[src/rtl/srt_pkg.sv]
// srt_pkg: shared types, constants and the control store for the semiprime test unit.
// Used by srt_useq and semiprime_range_test_unit; depends on nothing.
`timescale 1ns / 1ps

package srt_pkg;

  localparam int VAL_W    = 16;  // candidate, limits, echoed value
  localparam int SF_W     = 8;   // small factor field
  localparam int LF_W     = 15;  // large factor field
  localparam int CFG_IDX_W = 2;
  localparam int PC_W     = 4;
  localparam int UCODE_N  = 16;

  localparam logic [CFG_IDX_W-1:0] CFG_LOWER_LIMIT = 2'd0;
  localparam logic [CFG_IDX_W-1:0] CFG_UPPER_LIMIT = 2'd1;

  localparam logic [VAL_W-1:0] LOWER_RESET = 16'd1;
  localparam logic [VAL_W-1:0] UPPER_RESET = 16'hFFFF;

  typedef enum logic [2:0] {
    OP_NOP,
    OP_LOAD,
    OP_DIV,
    OP_NEXT,
    OP_SETQ,
    OP_SETOK,
    OP_EMIT
  } uop_t;

  typedef enum logic [2:0] {
    C_NEVER,
    C_ALWAYS,
    C_NO_IN,
    C_N_LT4,
    C_SQ_GT,
    C_DIV_BUSY,
    C_REM_ZERO,
    C_OUT_BUSY
  } ucond_t;

  typedef struct packed {
    uop_t            op;
    ucond_t          cond;
    logic [PC_W-1:0] target;
  } ucw_t;

  typedef struct packed {
    logic no_in;
    logic n_lt4;
    logic sq_gt;
    logic div_busy;
    logic rem_zero;
    logic out_busy;
  } useq_stat_t;

  // step labels
  localparam logic [PC_W-1:0] S_IDLE   = 4'd0;
  localparam logic [PC_W-1:0] S_LOOP1  = 4'd2;
  localparam logic [PC_W-1:0] S_WAIT1  = 4'd4;
  localparam logic [PC_W-1:0] S_FOUND  = 4'd7;
  localparam logic [PC_W-1:0] S_LOOP2  = 4'd8;
  localparam logic [PC_W-1:0] S_WAIT2  = 4'd10;
  localparam logic [PC_W-1:0] S_PASS   = 4'd13;
  localparam logic [PC_W-1:0] S_WAITO  = 4'd14;

  // smallest divisor search, then cofactor primality check from that divisor up
  localparam ucw_t UCODE [0:UCODE_N-1] = '{
    '{OP_LOAD,  C_NO_IN,    S_IDLE },  // 0  wait for item
    '{OP_NOP,   C_N_LT4,    S_WAITO},  // 1
    '{OP_NOP,   C_SQ_GT,    S_WAITO},  // 2  n is prime
    '{OP_DIV,   C_NEVER,    S_IDLE },  // 3
    '{OP_NOP,   C_DIV_BUSY, S_WAIT1},  // 4
    '{OP_NOP,   C_REM_ZERO, S_FOUND},  // 5
    '{OP_NEXT,  C_ALWAYS,   S_LOOP1},  // 6
    '{OP_SETQ,  C_NEVER,    S_IDLE },  // 7  p = d, q = n / d
    '{OP_NOP,   C_SQ_GT,    S_PASS },  // 8  q is prime
    '{OP_DIV,   C_NEVER,    S_IDLE },  // 9
    '{OP_NOP,   C_DIV_BUSY, S_WAIT2},  // 10
    '{OP_NOP,   C_REM_ZERO, S_WAITO},  // 11 q composite
    '{OP_NEXT,  C_ALWAYS,   S_LOOP2},  // 12
    '{OP_SETOK, C_NEVER,    S_IDLE },  // 13
    '{OP_NOP,   C_OUT_BUSY, S_WAITO},  // 14
    '{OP_EMIT,  C_ALWAYS,   S_IDLE }   // 15
  };

endpackage

[src/rtl/srt_div.sv]
// srt_div: restoring shift-subtract divider, one quotient bit per cycle.
// Used by semiprime_range_test_unit; no package dependencies.
`timescale 1ns / 1ps

module srt_div #(
  parameter int NB = 16,
  parameter int DW = 9
) (
  input  logic          clk,
  input  logic          rst_n,
  input  logic          start,
  input  logic [NB-1:0] dividend,
  input  logic [DW-1:0] divisor,
  output logic          busy,
  output logic [NB-1:0] quot,
  output logic [DW-1:0] rem
);

  localparam int CW = $clog2(NB + 1);

  logic          busy_r;
  logic [CW-1:0] cnt_r;
  logic [DW-1:0] acc_r;
  logic [NB-1:0] quo_r;
  logic [DW-1:0] dvs_r;

  logic [DW:0]   sh;
  logic [DW:0]   diff;

  assign sh   = {acc_r, quo_r[NB-1]};
  assign diff = sh - {1'b0, dvs_r};

  always_ff @(posedge clk) begin
    if (!rst_n) begin
      busy_r <= 1'b0;
      cnt_r  <= '0;
    end else if (start) begin
      busy_r <= 1'b1;
      cnt_r  <= CW'(NB);
    end else if (busy_r) begin
      cnt_r <= cnt_r - 1'b1;
      if (cnt_r == CW'(1)) begin
        busy_r <= 1'b0;
      end
    end
  end

  always_ff @(posedge clk) begin
    if (start) begin
      acc_r <= '0;
      quo_r <= dividend;
      dvs_r <= divisor;
    end else if (busy_r) begin
      if (!diff[DW]) begin
        acc_r <= diff[DW-1:0];
        quo_r <= {quo_r[NB-2:0], 1'b1};
      end else begin
        acc_r <= sh[DW-1:0];
        quo_r <= {quo_r[NB-2:0], 1'b0};
      end
    end
  end

  assign busy = busy_r;
  assign quot = quo_r;
  assign rem  = acc_r;

endmodule

[src/rtl/srt_useq.sv]
// srt_useq: microsequencer with step counter, control store lookup and conditional jumps.
// Depends on srt_pkg for the control word, status struct and program.
`timescale 1ns / 1ps

module srt_useq (
  input  logic               clk,
  input  logic               rst_n,
  input  srt_pkg::useq_stat_t stat,
  output srt_pkg::ucw_t       ucw
);

  import srt_pkg::*;

  logic [PC_W-1:0] pc_r;
  logic [PC_W-1:0] pc_nxt;
  logic            taken;

  assign ucw = UCODE[pc_r];

  always_comb begin
    unique case (ucw.cond)
      C_NEVER:    taken = 1'b0;
      C_ALWAYS:   taken = 1'b1;
      C_NO_IN:    taken = stat.no_in;
      C_N_LT4:    taken = stat.n_lt4;
      C_SQ_GT:    taken = stat.sq_gt;
      C_DIV_BUSY: taken = stat.div_busy;
      C_REM_ZERO: taken = stat.rem_zero;
      C_OUT_BUSY: taken = stat.out_busy;
    endcase
    pc_nxt = taken ? ucw.target : pc_r + 1'b1;
  end

  always_ff @(posedge clk) begin
    if (!rst_n) begin
      pc_r <= S_IDLE;
    end else begin
      pc_r <= pc_nxt;
    end
  end

endmodule

[src/rtl/semiprime_range_test_unit.sv]
// semiprime_range_test_unit: top level, datapath registers, limits and output register.
// Depends on srt_pkg, srt_div and srt_useq.
`timescale 1ns / 1ps

// Tests one candidate per item for being a semiprime p*q (p <= q, both prime)
// inside [lower_limit, upper_limit] and returns p and q, or zeros. The smallest
// divisor is found by trial division from 2 while d*d <= n, then the cofactor is
// checked for divisors from p up. Every trial divisor takes one run of the
// shared shift-subtract divider, which yields one quotient bit per cycle
// (NB = min(VALUE_BITS,16)). Candidates 0..3 skip the search, multiples of 4
// are settled by divisor 2 alone, and a 16-bit prime is the longest case. One
// item is in work at a time; the next one is taken as soon as the result moves
// into the output register.
module semiprime_range_test_unit #(
  parameter int VALUE_BITS = 16
) (
  input  logic                                  clk,
  input  logic                                  rst_n,
  input  logic                                  in_valid,
  output logic                                  in_ready,
  input  logic [srt_pkg::VAL_W-1:0]             in_candidate,
  output logic                                  out_valid,
  input  logic                                  out_ready,
  output logic                                  out_is_semiprime,
  output logic [srt_pkg::SF_W-1:0]              out_small_factor,
  output logic [srt_pkg::LF_W-1:0]              out_large_factor,
  output logic [srt_pkg::VAL_W-1:0]             out_tested_value,
  input  logic                                  cfg_we,
  input  logic [srt_pkg::CFG_IDX_W-1:0]         cfg_index,
  input  logic [srt_pkg::VAL_W-1:0]             cfg_wdata
);

  import srt_pkg::*;

  localparam int NB  = (VALUE_BITS < VAL_W) ? VALUE_BITS : VAL_W;
  localparam int DW  = (NB + 1) / 2 + 1;
  localparam int SQW = 2 * DW;

  ucw_t       ucw;
  useq_stat_t stat;

  logic [VAL_W-1:0] lower_r;
  logic [VAL_W-1:0] upper_r;

  logic [VAL_W-1:0] cand_r;
  logic [NB-1:0]    n_r;
  logic [NB-1:0]    num_r;
  logic [DW-1:0]    d_r;
  logic [SQW-1:0]   sq_r;
  logic [DW-1:0]    p_r;
  logic [NB-1:0]    q_r;
  logic             ok_r;

  logic             out_valid_r;
  logic             out_is_semiprime_r;
  logic [SF_W-1:0]  out_small_factor_r;
  logic [LF_W-1:0]  out_large_factor_r;
  logic [VAL_W-1:0] out_tested_value_r;

  logic             div_start;
  logic             div_busy;
  logic [NB-1:0]    div_quot;
  logic [DW-1:0]    div_rem;

  logic             in_range;
  logic             pass;
  logic [31:0]      p_ext;
  logic [31:0]      q_ext;
  logic             emit;

  srt_useq u_useq (
    .clk   (clk),
    .rst_n (rst_n),
    .stat  (stat),
    .ucw   (ucw)
  );

  srt_div #(
    .NB (NB),
    .DW (DW)
  ) u_div (
    .clk      (clk),
    .rst_n    (rst_n),
    .start    (div_start),
    .dividend (num_r),
    .divisor  (d_r),
    .busy     (div_busy),
    .quot     (div_quot),
    .rem      (div_rem)
  );

  assign in_ready  = (ucw.op == OP_LOAD);
  assign div_start = (ucw.op == OP_DIV);
  assign emit      = (ucw.op == OP_EMIT);

  assign stat.no_in    = !in_valid;
  assign stat.n_lt4    = (n_r < NB'(4));
  assign stat.sq_gt    = (sq_r > SQW'(num_r));
  assign stat.div_busy = div_busy;
  assign stat.rem_zero = (div_rem == '0);
  assign stat.out_busy = out_valid_r && !out_ready;

  // limits
  always_ff @(posedge clk) begin
    if (!rst_n) begin
      lower_r <= LOWER_RESET;
      upper_r <= UPPER_RESET;
    end else if (cfg_we) begin
      unique case (cfg_index)
        CFG_LOWER_LIMIT: lower_r <= cfg_wdata;
        CFG_UPPER_LIMIT: upper_r <= cfg_wdata;
        default: ;
      endcase
    end
  end

  // datapath
  always_ff @(posedge clk) begin
    unique case (ucw.op)
      OP_LOAD: begin
        if (in_valid) begin
          cand_r <= in_candidate;
          n_r    <= in_candidate[NB-1:0];
          num_r  <= in_candidate[NB-1:0];
          d_r    <= DW'(2);
          sq_r   <= SQW'(4);
          ok_r   <= 1'b0;
        end
      end
      OP_NEXT: begin
        d_r  <= d_r + 1'b1;
        sq_r <= sq_r + SQW'({d_r, 1'b1});
      end
      OP_SETQ: begin
        p_r   <= d_r;
        q_r   <= div_quot;
        num_r <= div_quot;
      end
      OP_SETOK: ok_r <= 1'b1;
      OP_NOP, OP_DIV, OP_EMIT: ;
    endcase
  end

  assign in_range = (VAL_W'(n_r) >= lower_r) && (VAL_W'(n_r) <= upper_r);
  assign pass     = ok_r && in_range;
  assign p_ext    = 32'(p_r);
  assign q_ext    = 32'(q_r);

  always_ff @(posedge clk) begin
    if (!rst_n) begin
      out_valid_r <= 1'b0;
    end else if (emit) begin
      out_valid_r <= 1'b1;
    end else if (out_ready) begin
      out_valid_r <= 1'b0;
    end
  end

  always_ff @(posedge clk) begin
    if (emit) begin
      out_is_semiprime_r <= pass;
      out_small_factor_r <= pass ? p_ext[SF_W-1:0] : '0;
      out_large_factor_r <= pass ? q_ext[LF_W-1:0] : '0;
      out_tested_value_r <= cand_r;
    end
  end

  assign out_valid        = out_valid_r;
  assign out_is_semiprime = out_is_semiprime_r;
  assign out_small_factor = out_small_factor_r;
  assign out_large_factor = out_large_factor_r;
  assign out_tested_value = out_tested_value_r;

  a_accept_leaves_idle: assert property (@(posedge clk) disable iff (!rst_n)
    in_valid && in_ready |=> !in_ready)
    else $error("sequencer stayed idle after taking an item");

  a_idle_div_quiet: assert property (@(posedge clk) disable iff (!rst_n)
    in_ready |-> !div_busy)
    else $error("divider busy while sequencer idle");

  a_pass_has_factors: assert property (@(posedge clk) disable iff (!rst_n)
    out_valid && out_is_semiprime |-> out_small_factor != '0 && out_large_factor != '0)
    else $error("semiprime reported without factors");

  a_fail_zero_factors: assert property (@(posedge clk) disable iff (!rst_n)
    out_valid && !out_is_semiprime |-> out_small_factor == '0 && out_large_factor == '0)
    else $error("factors nonzero on failed test");

endmodule

[config.mk]
export PLATFORM = sky130hd
export DESIGN_NAME = semiprime_range_test_unit
export DESIGN_NICKNAME = d
export VERILOG_FILES = /design/src/rtl/srt_pkg.sv /design/src/rtl/srt_div.sv /design/src/rtl/srt_useq.sv /design/src/rtl/semiprime_range_test_unit.sv
export SDC_FILE = /design/constraint.sdc
export NUM_CORES = 1
export LEC_CHECK = 0
export BUFFER_PORTS_ARGS = -buffer_cell sky130_fd_sc_hd__buf_2
export CAP_MARGIN = 40
export CORE_MARGIN = 2
export CORE_UTILIZATION = 41
export DETAILED_ROUTE_END_ITERATION = 16
export SYNTH_ARGS = -nofsm -noshare
export SYNTH_HDL_FRONTEND = slang
export SYNTH_SLANG_ARGS = --single-unit
[constraint.sdc]
create_clock -name clk -period 4.4 [get_ports clk]
set_clock_uncertainty 0.1 [all_clocks]
set_input_delay 0.88 -clock clk [delete_from_list [all_inputs] [get_ports clk]]
set_output_delay 0.88 -clock clk [all_outputs]
set_load 0.02 [all_outputs]
==> qor.tcl, run 1 <==
set qor(synth.mux.area_fraction) 0.0339
set qor(final_hold_slack_ns) 0.358
set qor(setup_viol) 0
set qor(synth-edff-count) 148
set qor(cts_root_buf) {sky130_fd_sc_hd__clkbuf_16}
set qor(worst_setup_hold_path_clk_slew_ns) 0.07
set qor(die_boundary_width_um) 159
set qor(clock_sink_count) 200
set qor(grt_pass1_wl_mm) 33.4
set qor(hp-class) {reg2reg}
set qor(firstDrtPassIters) 5
set qor(cts_htree_levels) 4
set qor(via_count) 6586
set qor(yosysMostFrequentCell) {sky130_fd_sc_hd__edfxtp_1}
set qor(critPathMaxFanout) 21
set qor(grt_max_degree) 42
set qor(setup_crit_end_kind) {flop}
set qor(post_synth.cell_area_avg_um2) 11.2
set qor(synth.ff_latch_count) 200
set qor(track_usage) 0.168
set qor(number_of_antenna_violations_at_the_first_check_in_global_routing) 0
set qor(synth-adder-area-share) 0.0979
set qor(setup_tns_ns) 0
set qor(place_congestion) 0.815
set qor(remaining_drc_errors) 0
set qor(worstSetupPathType) {reg2reg}
set qor(main_combinational_cell_family_by_area_after_synthesis) {simple AND/OR/NAND/NOR gates}
set qor(remaining_max_slew_budget_at_the_tightest_pin) 0.441
set qor(n_antenna_cell) 0
set qor(cts.path.max_buffers) 2
set qor(worstSetupStartpointType) {flop}
set qor(synth_top_area_share) 0.450
set qor(report.final.hold_viol_count) 0
set qor(cts.repair_timing.setup_buffer_count) 0
set qor(arrival_time_of_data_at_the_critical_path_endpoint_ns) 3.61
set qor(cellLeakagePower_nw) 4.46
set qor(netlist.top_cell.by_area) {sky130_fd_sc_hd__edfxtp_1}
set qor(num-nets-final) 1075
set qor(holdBufCountCts) 0
set qor(num_rows) 56
set qor(flip_flop_cell_with_the_highest_count_after_synthesis) {sky130_fd_sc_hd__edfxtp_1}
set qor(power_per_cell_area_mw_per_mm2) 659
set qor(synthArstFlopShare) 0
set qor(synth.area.top_cells) {sky130_fd_sc_hd__edfxtp_1 (45%), sky130_fd_sc_hd__dfxtp_1 (11%), sky130_fd_sc_hd__ha_1 (9.4%), sky130_fd_sc_hd__nand2_1 (3.5%), sky130_fd_sc_hd__inv_1 (3.0%)}
set qor(cts.repair.resized) 0
set qor(crit_required_ns) 4.36
set qor(period_needed_ns) 3.65
set qor(dp_worst_setup_slack_ns) 0.849
set qor(floorplan.initialDensity) 0.419
set qor(drv_slew) 0
set qor(areaGrowthSynthToFinish_pct) 13.5
set qor(io-pin-count) 81
set qor(dieArea_mm2) 0.0253
set qor(summed_area_of_non_filler_cells_in_the_final_layout_mm2) 0.0112
set qor(final_critical_path_share_of_the_clock_period) 0.830
set qor(route.detailed.wl_per_inst_um) 16.1
set qor(hpwl_mm) 15.3
set qor(synth_compound_area_frac) 0.112
set qor(synth_cell_type_count) 67
set qor(dieHeight_um) 159
set qor(fin_ws_ns) 0.749
set qor(mappedNetlistNets) 993
set qor(synth_cells) 878
set qor(rsz0062_at_grt) {no}
set qor(first_global_vias) 6238
set qor(worstSkewPairLatency_ns) 0.44
set qor(layout.area.seq_mm2) 0.00549
set qor(fraction_of_the_mapped_netlist_area_in_simple_logic_gates) 0.128
set qor(syn_area_mm2) 0.00987
set qor(route.detailed.vias_per_inst) 5.10
set qor(utilization) 0.476
set qor(maxCapViolations) 0
set qor(yosys_warnings) 0
set qor(cts_buffers) 17
set qor(multiInputGateArea_mm2) 0.00396
set qor(final_layout_size_suffix_gt1_frac) 0.161
set qor(fillers) 2227
set qor(drt_iter0_markers) 416
set qor(portBuffers) 80
set qor(core_region_area_mm2) 0.0235
set qor(totalWireLength_mm) 20.8
set qor(netlist_top_cells_count) {sky130_fd_sc_hd__edfxtp_1 (148), sky130_fd_sc_hd__nand2_1 (92), sky130_fd_sc_hd__inv_1 (79)}
set qor(slew_at_the_pin_with_the_worst_max_slew_slack_ns) 0.837
set qor(final_antenna_net_count) 0
set qor(cts_tree) {built}
set qor(total_gr_overflow) 0
set qor(synth_xor_xnor_area_share) 0.0266
set qor(peak_vdd_ir_mv) 0.213
set qor(placement.cell_area_mm2) 0.0106
set qor(fmax_mhz) 274
set qor(outcome) {finished, final reports clean}
set qor(sequential_fraction_of_the_synthesis_area) 0.556
[cells in the final DEF (no fill, tap or decap), drive strengths merged, types with 5 or more instances in the layout]
| master | instances |
|---|---|
| a211oi | 17 |
| a21o | 12 |
| a21oi | 55 |
| and2 | 24 |
| and3 | 7 |
| buf | 90 |
| clkbuf | 18 |
| dfxtp | 52 |
| edfxtp | 148 |
| ha | 74 |
| inv | 85 |
| mux2 | 19 |
| mux2i | 12 |
| nand2 | 93 |
| nand2b | 8 |
| nand3 | 15 |
| nand4 | 8 |
| nor2 | 59 |
| nor2b | 8 |
| nor3 | 13 |
| nor4 | 8 |
| o211ai | 20 |
| o21a | 5 |
| o21ai | 41 |
| xnor2 | 20 |
| xor2 | 10 |
[worst max-delay path, cell delays in order (launching register included)]
cell and delay (ns):
sky130_fd_sc_hd__dfxtp_1 0.71, sky130_fd_sc_hd__clkinv_1 0.39, sky130_fd_sc_hd__a21oi_1 0.50, sky130_fd_sc_hd__nor2b_1 0.34, sky130_fd_sc_hd__nand3_2 0.38, sky130_fd_sc_hd__buf_4 0.33
sky130_fd_sc_hd__nand2_1 0.52
[stage by stage]
| stage | instances | power (mW) |
|---|---|---|
| after global placement | 1258 | 5.86 |
| after global routing | 1292 | 7.93 |
| after detailed placement | 1260 | 5.90 |
| final | 1292 | 7.38 |
| after floorplan | 878 | 5.14 |
| after CTS | 1292 | 7.42 |
[final timing paths]
| path | start | to | slack [ns] | depth (start not counted) |
|---|---|---|---|---|
| worst min-delay path | lower_r[2] | lower_r[2] | 0.36 | 2 |
| worst max register to register | u_useq.pc_r[3] | u_div.quot[2] | 0.75 | 6 |
| worst min register to register | lower_r[2] | lower_r[2] | 0.36 | 2 |
| worst max-delay path | u_useq.pc_r[3] | u_div.quot[2] | 0.75 | 6 |
[registers in the layout, summed over array words and instances (netlist names), 15 cells and up]
| register | cells |
|---|---|
| lower_r | 16 |
| out_tested_value | 16 |
| u_div.quot | 16 |
| n_r | 16 |
| out_large_factor | 15 |
| upper_r | 16 |
| sq_r | 18 |
| num_r | 16 |
| q_r | 15 |
[where the power goes]
part | switching, mW | total [mW] | internal, mW | leakage, nW
clock network | 0.726 | 1.52 | 0.798 | 0.268
logic | 1.60 | 2.70 | 1.10 | 2.40
registers | 0.466 | 3.16 | 2.69 | 1.79
[kinds of logic after synthesis]
group / after synthesis
AOI/OAI and AO/OA: 172
xor gates and xnor gates: 30
muxes: 31
DFF: 200
and+or+nand+nor: 262
adders and majority gates: 76
buffers and inverters: 107
[routing by layer]
| layer | part of all wire | track usage | routed length [um] |
|---|---|---|---|
| met1 | 0.49 | 0.238 | 10300 |
| met2 | 0.46 | 0.267 | 9520 |
| met5 | 0 | 0 | 0 |
| met3 | 0.031 | 0.0266 | 640 |
| met4 | 0.016 | 0.0508 | 327 |
[cell type report]
type / instances / share of cell area
clock inverter: 14 / 0.0125
inverter: 80 / 0.0268
tap: 319 / 0.0356
timing repair buffer: 90 / 0.0435
sequential: 200 / 0.490
clock buffer: 18 / 0.0383
multi-input combinational: 571 / 0.353
No activity file was read; power rests on OpenSTA's default activity.
==> inputs of run 2 (changes only) <==
Settings changed: ABC_AREA set to 1.
Clock period 4.4 ns to 3.1 ns, I/O delays scaled along.
==> qor.tcl, run 2 <==
set qor(drt_iter0_markers) 576 ;# +38%
set qor(worstSetupPathType) {reg2out}
set qor(remaining_max_slew_budget_at_the_tightest_pin) 0.410 ;# -0.0312
set qor(cellLeakagePower_nw) 5.07 ;# +14%
set qor(sequential_fraction_of_the_synthesis_area) 0.543 ;# -0.0134
set qor(utilization) 0.471 ;# -0.00414
set qor(grt_max_degree) 39 ;# -7.1%
set qor(maxCapViolations) 0 ;# unchanged
set qor(fraction_of_the_mapped_netlist_area_in_simple_logic_gates) 0.191 ;# +0.0621
set qor(combinationalPowerShare) 0.366 ;# about the same
set qor(mappedNetlistNets) 1194 ;# +20%
set qor(fmax_mhz) 349
set qor(synth_cells) 1079 ;# +23%
set qor(route.detailed.vias_per_inst) 4.83 ;# -5.2%
set qor(first_global_vias) 6923 ;# +11%
set qor(net-switching-power_mw) 3.97 ;# +43%
set qor(synth.mux.area_fraction) 0 ;# -0.0339
set qor(final_critical_path_share_of_the_clock_period) 0.923
set qor(clock_sink_count) 200 ;# unchanged
set qor(flip_flop_cell_with_the_highest_count_after_synthesis) {sky130_fd_sc_hd__edfxtp_1}
set qor(total_gr_overflow) 0 ;# unchanged
set qor(seq_power_share) 0.428 ;# about the same
set qor(period_needed_ns) 2.86
set qor(num-nets-final) 1281 ;# +19%
set qor(fin_ws_ns) 0.239 ;# -0.510 ns
set qor(yosys_warnings) 0 ;# unchanged
set qor(met2WireLength_mm) 10.1 ;# +5.7%
set qor(main_combinational_cell_family_by_area_after_synthesis) {simple AND/OR/NAND/NOR gates}
set qor(synth-adder-area-share) 0.0956 ;# -0.00235
set qor(worstSkewPairLatency_ns) 0.43 ;# about the same
set qor(route.detailed.wl_per_inst_um) 14.2 ;# -11%
set qor(grt_pass1_wl_mm) 35.0 ;# +5.0%
set qor(power_per_cell_area_mw_per_mm2) 883 ;# +34%
set qor(portBuffers) 80 ;# unchanged
set qor(internal-power_mw) 6.12 ;# +33%
set qor(totalWireLength_mm) 21.4 ;# +3.0%
set qor(slew_at_the_pin_with_the_worst_max_slew_slack_ns) 0.884 ;# +0.0468 ns
set qor(worstSetupStartpointType) {flop}
set qor(setup_tns_ns) 0 ;# unchanged
set qor(dp_worst_setup_slack_ns) 0.537 ;# -0.312 ns
set qor(via_count) 7260 ;# +10%
set qor(cts.repair_timing.setup_buffer_count) 0 ;# unchanged
set qor(synth_xor_xnor_area_share) 0.0121 ;# -0.0145
set qor(io-pin-count) 81 ;# unchanged
set qor(cts_root_buf) {sky130_fd_sc_hd__clkbuf_16}
set qor(synthArstFlopShare) 0 ;# unchanged
set qor(firstDrtPassIters) 6 ;# +1
set qor(layout.area.seq_mm2) 0.00549 ;# unchanged
set qor(fillers) 2310 ;# +3.7%
set qor(report.power.total_mw) 10.1 ;# +37%
set qor(largest-register) {sq_r}
set qor(crit_required_ns) 2.38 ;# -1.98 ns
set qor(met3WireLength_um) 892 ;# +39%
set qor(dieHeight_um) 161 ;# +1.2%
set qor(worst_setup_hold_path_clk_slew_ns) 0.07 ;# about the same
set qor(track_usage) 0.171 ;# +0.00293
set qor(setup_viol) 0 ;# unchanged
set qor(final_layout_size_suffix_gt1_frac) 0.129 ;# -0.0324
set qor(final_antenna_net_count) 0 ;# unchanged
set qor(arrival_time_of_data_at_the_critical_path_endpoint_ns) 2.14 ;# -1.47 ns
set qor(hp-class) {in2reg}
set qor(holdBufCountCts) 0 ;# unchanged
set qor(path_delay_family) {flip-flops}
set qor(num_rows) 57 ;# +1.8%
set qor(met1_length_mm) 10.2 ;# -0.98%
set qor(synth_cell_type_count) 39 ;# -42%
set qor(multiInputGateArea_mm2) 0.00391 ;# -1.1%
set qor(cts_tree) {built}
set qor(remaining_drc_errors) 0 ;# unchanged
set qor(yosysMostFrequentCell) {sky130_fd_sc_hd__nand2_1}
set qor(timing.critical_path.slowest_stage_cell) {sky130_fd_sc_hd__dfxtp_1}
set qor(core_region_area_mm2) 0.0242 ;# +3.0%
set qor(report.final.hold_viol_count) 0 ;# unchanged
set qor(cts_htree_levels) 4 ;# unchanged
set qor(layout_common_cells) {sky130_fd_sc_hd__nand2_1 (248), sky130_fd_sc_hd__inv_1 (151), sky130_fd_sc_hd__edfxtp_1 (148), sky130_fd_sc_hd__nor2_1 (99), sky130_fd_sc_hd__buf_2 (80)}
set qor(drv_slew) 0 ;# unchanged
set qor(floorplan.initialDensity) 0.417 ;# -0.00219
set qor(timing.critical_path.cells) {inv_1, nand3_2, o21ai_4, nor2_2, inv_2, nor2_1, buf_2}
set qor(setup_crit_end_kind) {primary output}
set qor(highest-signal-layer) {met4}
set qor(post_synth.cell_area_avg_um2) 9.37 ;# -17%
set qor(syn_area_mm2) 0.0101 ;# +2.5%
set qor(place_congestion) 0.849 ;# +4.2%
set qor(largest_register_ffs) 18 ;# unchanged
set qor(cts.repair.resized) 0 ;# unchanged
set qor(die_boundary_width_um) 161 ;# +1.2%
set qor(synth_top_area_share) 0.440 ;# -0.0108
set qor(worstPathBufferInverterCount) 3 ;# +1
set qor(final_common_cell) {sky130_fd_sc_hd__nand2_1}
set qor(hpwl_mm) 16.0 ;# +4.3%
set qor(cts.path.max_buffers) 2 ;# unchanged
set qor(power.share.clock) 0.207 ;# about the same
set qor(rsz0062_at_grt) {no}
set qor(slowest_stage_delay_on_critical_path_ns) 0.61 ;# -0.10 ns
set qor(summed_area_of_non_filler_cells_in_the_final_layout_mm2) 0.0114 ;# +2.1%
set qor(synth.ff_latch_count) 200 ;# unchanged
set qor(peak_vdd_ir_mv) 0.436 ;# +100%
set qor(synth-edff-count) 148 ;# unchanged
set qor(cts_buffers) 17 ;# unchanged
set qor(critPathMaxFanout) 13 ;# -38%
set qor(number_of_antenna_violations_at_the_first_check_in_global_routing) 0 ;# unchanged
set qor(areaGrowthSynthToFinish_pct) 13.1
set qor(sw_frac_of_total) 0.394 ;# +0.0161
set qor(outcome) {finished, final reports clean}
set qor(dieArea_mm2) 0.0259 ;# +2.4%
set qor(synth_compound_area_frac) 0.0878 ;# -0.0247
set qor(n_antenna_cell) 0 ;# unchanged
set qor(synth.area.top_cells) {sky130_fd_sc_hd__edfxtp_1 (44%), sky130_fd_sc_hd__dfxtp_1 (10%), sky130_fd_sc_hd__nand2_1 (9.2%), sky130_fd_sc_hd__ha_1 (9.2%), sky130_fd_sc_hd__inv_1 (5.6%)}
set qor(placement.cell_area_mm2) 0.0109 ;# +2.4%
set qor(netlist.top_cell.by_area) {sky130_fd_sc_hd__edfxtp_1}
set qor(netlist_top_cells_count) {sky130_fd_sc_hd__nand2_1 (248), sky130_fd_sc_hd__inv_1 (151), sky130_fd_sc_hd__edfxtp_1 (148)}
## run 2: kinds of logic (layout without fill, tap and decap cells)
family | Yosys count | after routing
flops | 200 | 200
compound gates | 157 | 157
simple gates | 452 | 452
buf+inv | 180 | 280
fa+ha+maj | 76 | 76
xor+xnor | 14 | 14
## run 2: layout make-up
cell class	instances	area share
clock buffer	18	0.0375
clock inverter	14	0.0102
inverter	158	0.0521
multi-input combinational	699	0.342
sequential	200	0.480
tap	324	0.0355
timing repair buffer	90	0.0427
## run 2: power by group through the flow
stage                     sequential (mW)  clock (mW)  combinational (mW)
after global routing                 4.40        2.23                4.29
after detailed placement             4.37           0                3.71
after CTS                            4.32        2.13                3.73
after global placement               4.36           0                3.65
final                                4.32        2.08                3.69
after floorplan                      4.19           0                2.85
## run 2: final timing paths
| path | from | end | slack (ns) | cells after the start |
|---|---|---|---|---|
| worst max-delay path | u_useq.pc_r[3] | in_ready | 0.24 | 7 |
| worst min register to register | n_r[0] | out_tested_value[0] | 0.36 | 0 |
| worst min-delay path | in_candidate[0] | n_r[0] | 0.29 | 1 |
| worst max register to register | u_useq.pc_r[1] | sq_r[4] | 0.52 | 10 |
## run 2: layer usage
metal / up-vias / global-route usage
li1: 3766 / -
met1: 3325 / 0.238
met2: 158 / 0.282
met3: 11 / 0.0236
met4: 0 / 0.0479
met5: - / 0
## run 2: through the flow
stage,instances,hold WS [ns]
floorplan,1079,0.326
global placement,1471,0.332
detailed placement,1471,0.339
CTS,1503,0.268
global route,1503,0.276
finish,1503,0.288
==> inputs of run 3 (changes only) <==
Settings changed: CORE_ASPECT_RATIO set to 1.2.
==> qor.tcl, run 3 (same netlist as run 2, synthesis figures left out) <==
set qor(report.final.hold_viol_count) 0 ;# unchanged
set qor(firstDrtPassIters) 7 ;# +1
set qor(floorplan.initialDensity) 0.420 ;# +0.00347
set qor(totalWireLength_mm) 21.1 ;# -1.4%
set qor(final_common_cell) {sky130_fd_sc_hd__nand2_1}
set qor(dieHeight_um) 176 ;# +9.3%
set qor(drt_iter0_markers) 645 ;# +12%
set qor(route.detailed.vias_per_inst) 4.83 ;# about the same
set qor(drv_slew) 0 ;# unchanged
set qor(crit_path_launch) {u_useq.pc_r[1]}
set qor(fin_ws_ns) 0.255 ;# +0.0165 ns
set qor(critPathMaxFanout) 7 ;# -6
set qor(place_congestion) 0.819 ;# -3.5%
set qor(final_critical_path_share_of_the_clock_period) 0.918 ;# -0.00533
set qor(remaining_drc_errors) 0 ;# unchanged
set qor(core_region_area_mm2) 0.0240 ;# -0.83%
set qor(worstSkewPairLatency_ns) 0.44 ;# about the same
set qor(layout_common_cells) {sky130_fd_sc_hd__nand2_1 (248), sky130_fd_sc_hd__inv_1 (151), sky130_fd_sc_hd__edfxtp_1 (148), sky130_fd_sc_hd__nor2_1 (99), sky130_fd_sc_hd__buf_2 (80)}
set qor(via_count) 7235 ;# -0.34%
set qor(fmax_mhz) 351 ;# +0.58%
set qor(rsz0062_at_grt) {no}
set qor(num_rows) 62 ;# +8.8%
set qor(io-pin-count) 81 ;# unchanged
set qor(hold_path.startpoint) {in_candidate[0]}
set qor(period_needed_ns) 2.84 ;# -0.0165 ns
set qor(cts.path.max_buffers) 2 ;# unchanged
set qor(n_antenna_cell) 0 ;# unchanged
set qor(final_hold_slack_ns) 0.282 ;# -0.00538 ns
set qor(cellLeakagePower_nw) 5.06 ;# -0.12%
set qor(track_usage) 0.171 ;# about the same
set qor(final_antenna_net_count) 0 ;# unchanged
set qor(dieArea_mm2) 0.0259 ;# about the same
set qor(largest_register_ffs) 18 ;# unchanged
set qor(clock_sink_count) 200 ;# unchanged
set qor(setup_tns_ns) 0 ;# unchanged
set qor(cts_buffers) 17 ;# unchanged
set qor(worstSetupStartpointType) {flop}
set qor(setup_viol) 0 ;# unchanged
set qor(holdBufCountCts) 0 ;# unchanged
set qor(hpwl_mm) 15.9 ;# -0.30%
set qor(total_gr_overflow) 0 ;# unchanged
set qor(report.power.total_mw) 10.1 ;# -0.12%
set qor(die_boundary_width_um) 147 ;# -8.5%
set qor(dp_worst_setup_slack_ns) 0.549 ;# +0.0114 ns
set qor(remaining_max_slew_budget_at_the_tightest_pin) 0.422 ;# +0.0119
set qor(cts_root_buf) {sky130_fd_sc_hd__clkbuf_16}
set qor(num-nets-final) 1281 ;# unchanged
set qor(crit_required_ns) 2.38 ;# about the same
set qor(power_per_cell_area_mw_per_mm2) 882 ;# about the same
set qor(setup_crit_end_kind) {primary output}
set qor(final_layout_size_suffix_gt1_frac) 0.130 ;# +0.000848
set qor(largest-register) {sq_r}
set qor(outcome) {finished, final reports clean}
set qor(portBuffers) 80 ;# unchanged
set qor(cts_tree) {built}
set qor(maxCapViolations) 0 ;# unchanged
set qor(worstSetupPathType) {reg2out}
set qor(areaGrowthSynthToFinish_pct) 13.0 ;# about the same
set qor(route.detailed.wl_per_inst_um) 14.1 ;# -1.1%
set qor(utilization) 0.475 ;# +0.00372
set qor(arrival_time_of_data_at_the_critical_path_endpoint_ns) 2.12 ;# -0.02 ns
set qor(slew_at_the_pin_with_the_worst_max_slew_slack_ns) 0.866 ;# -0.0178 ns
set qor(worst_setup_hold_path_clk_slew_ns) 0.07 ;# about the same
set qor(grt_max_degree) 39 ;# unchanged
set qor(hp-class) {in2reg}
set qor(fillers) 2281 ;# -1.3%
set qor(crit-reg2reg-launch) {u_useq.pc_r[1]}
set qor(grt_pass1_wl_mm) 34.8 ;# -0.73%
set qor(cts_htree_levels) 4 ;# unchanged
set qor(number_of_antenna_violations_at_the_first_check_in_global_routing) 0 ;# unchanged
set qor(first_global_vias) 6819 ;# -1.5%
set qor(peak_vdd_ir_mv) 0.380 ;# -13%
[run 3: cell count changes in the layout (fill, tap and decap cells not counted)]
cell / previous run / this run
sky130_fd_sc_hd__clkbuf_1: 1 / 2
sky130_fd_sc_hd__clkinv_1: 1 / 0
sky130_fd_sc_hd__clkinvlp_2: 1 / 0
sky130_fd_sc_hd__clkinvlp_4: 3 / 5
sky130_fd_sc_hd__dfxtp_1: 52 / 51
sky130_fd_sc_hd__dfxtp_2: 0 / 1
sky130_fd_sc_hd__inv_8: 4 / 3
[run 3: worst paths after layout]
check,slack [ns],cells after the start,end
min,0.28,1,n_r[0]
min reg2reg,0.35,0,out_tested_value[0]
max reg2reg,0.54,9,n_r[6]
max,0.26,8,in_ready
[run 3: repair_timing]
| item | in CTS | in global routing |
|---|---|---|
| resized for setup | 0 | 1 |
| endpoints found under the setup margin | 0 | 1 |
| setup buffers | 0 | 0 |
[run 3: area by class of cell]
| cell class | count | area (um2) | area share |
|---|---|---|---|
| Clock buffer | 19 | 433 | 0.0379 |
| Clock inverter | 13 | 111 | 0.00974 |
| Inverter | 158 | 596 | 0.0521 |
| Multi-Input combinational cell | 699 | 3910 | 0.342 |
| Sequential cell | 200 | 5490 | 0.480 |
| Tap cell | 320 | 400 | 0.0350 |
| Timing Repair Buffer | 90 | 488 | 0.0427 |
[run 3: worst max-delay path, stage by stage, from the launching register on]
cell and delay [ns]:
sky130_fd_sc_hd__dfxtp_1 0.38, sky130_fd_sc_hd__ha_1 0.24, sky130_fd_sc_hd__ha_1 0.20, sky130_fd_sc_hd__o21ai_2 0.24
sky130_fd_sc_hd__inv_1 0.14, sky130_fd_sc_hd__nor2_2 0.13, sky130_fd_sc_hd__inv_2 0.06, sky130_fd_sc_hd__nor2_1 0.11
sky130_fd_sc_hd__buf_2 0.20
[run 3: metal layers]
metal,up-vias,global-route usage,part of all wire
met3,31,0.0240,0.039
met4,0,0.0673,0.024
met1,3277,0.225,0.46
li1,3778,-,-
met5,-,0,0
met2,149,0.287,0.48
[run 3: power breakdown]
part           internal, mW  switching [mW]  total (mW)
Clock                  1.05            1.03        2.08
Combinational          1.25            2.43        3.68
Sequential             3.81           0.499        4.31
[run 3: through the flow]
step	instance area [um2]	instances
after floorplan	10100	1079
after global placement	10900	1467
after detailed placement	10900	1467
after CTS	11400	1499
after global routing	11400	1499
final	11400	1499
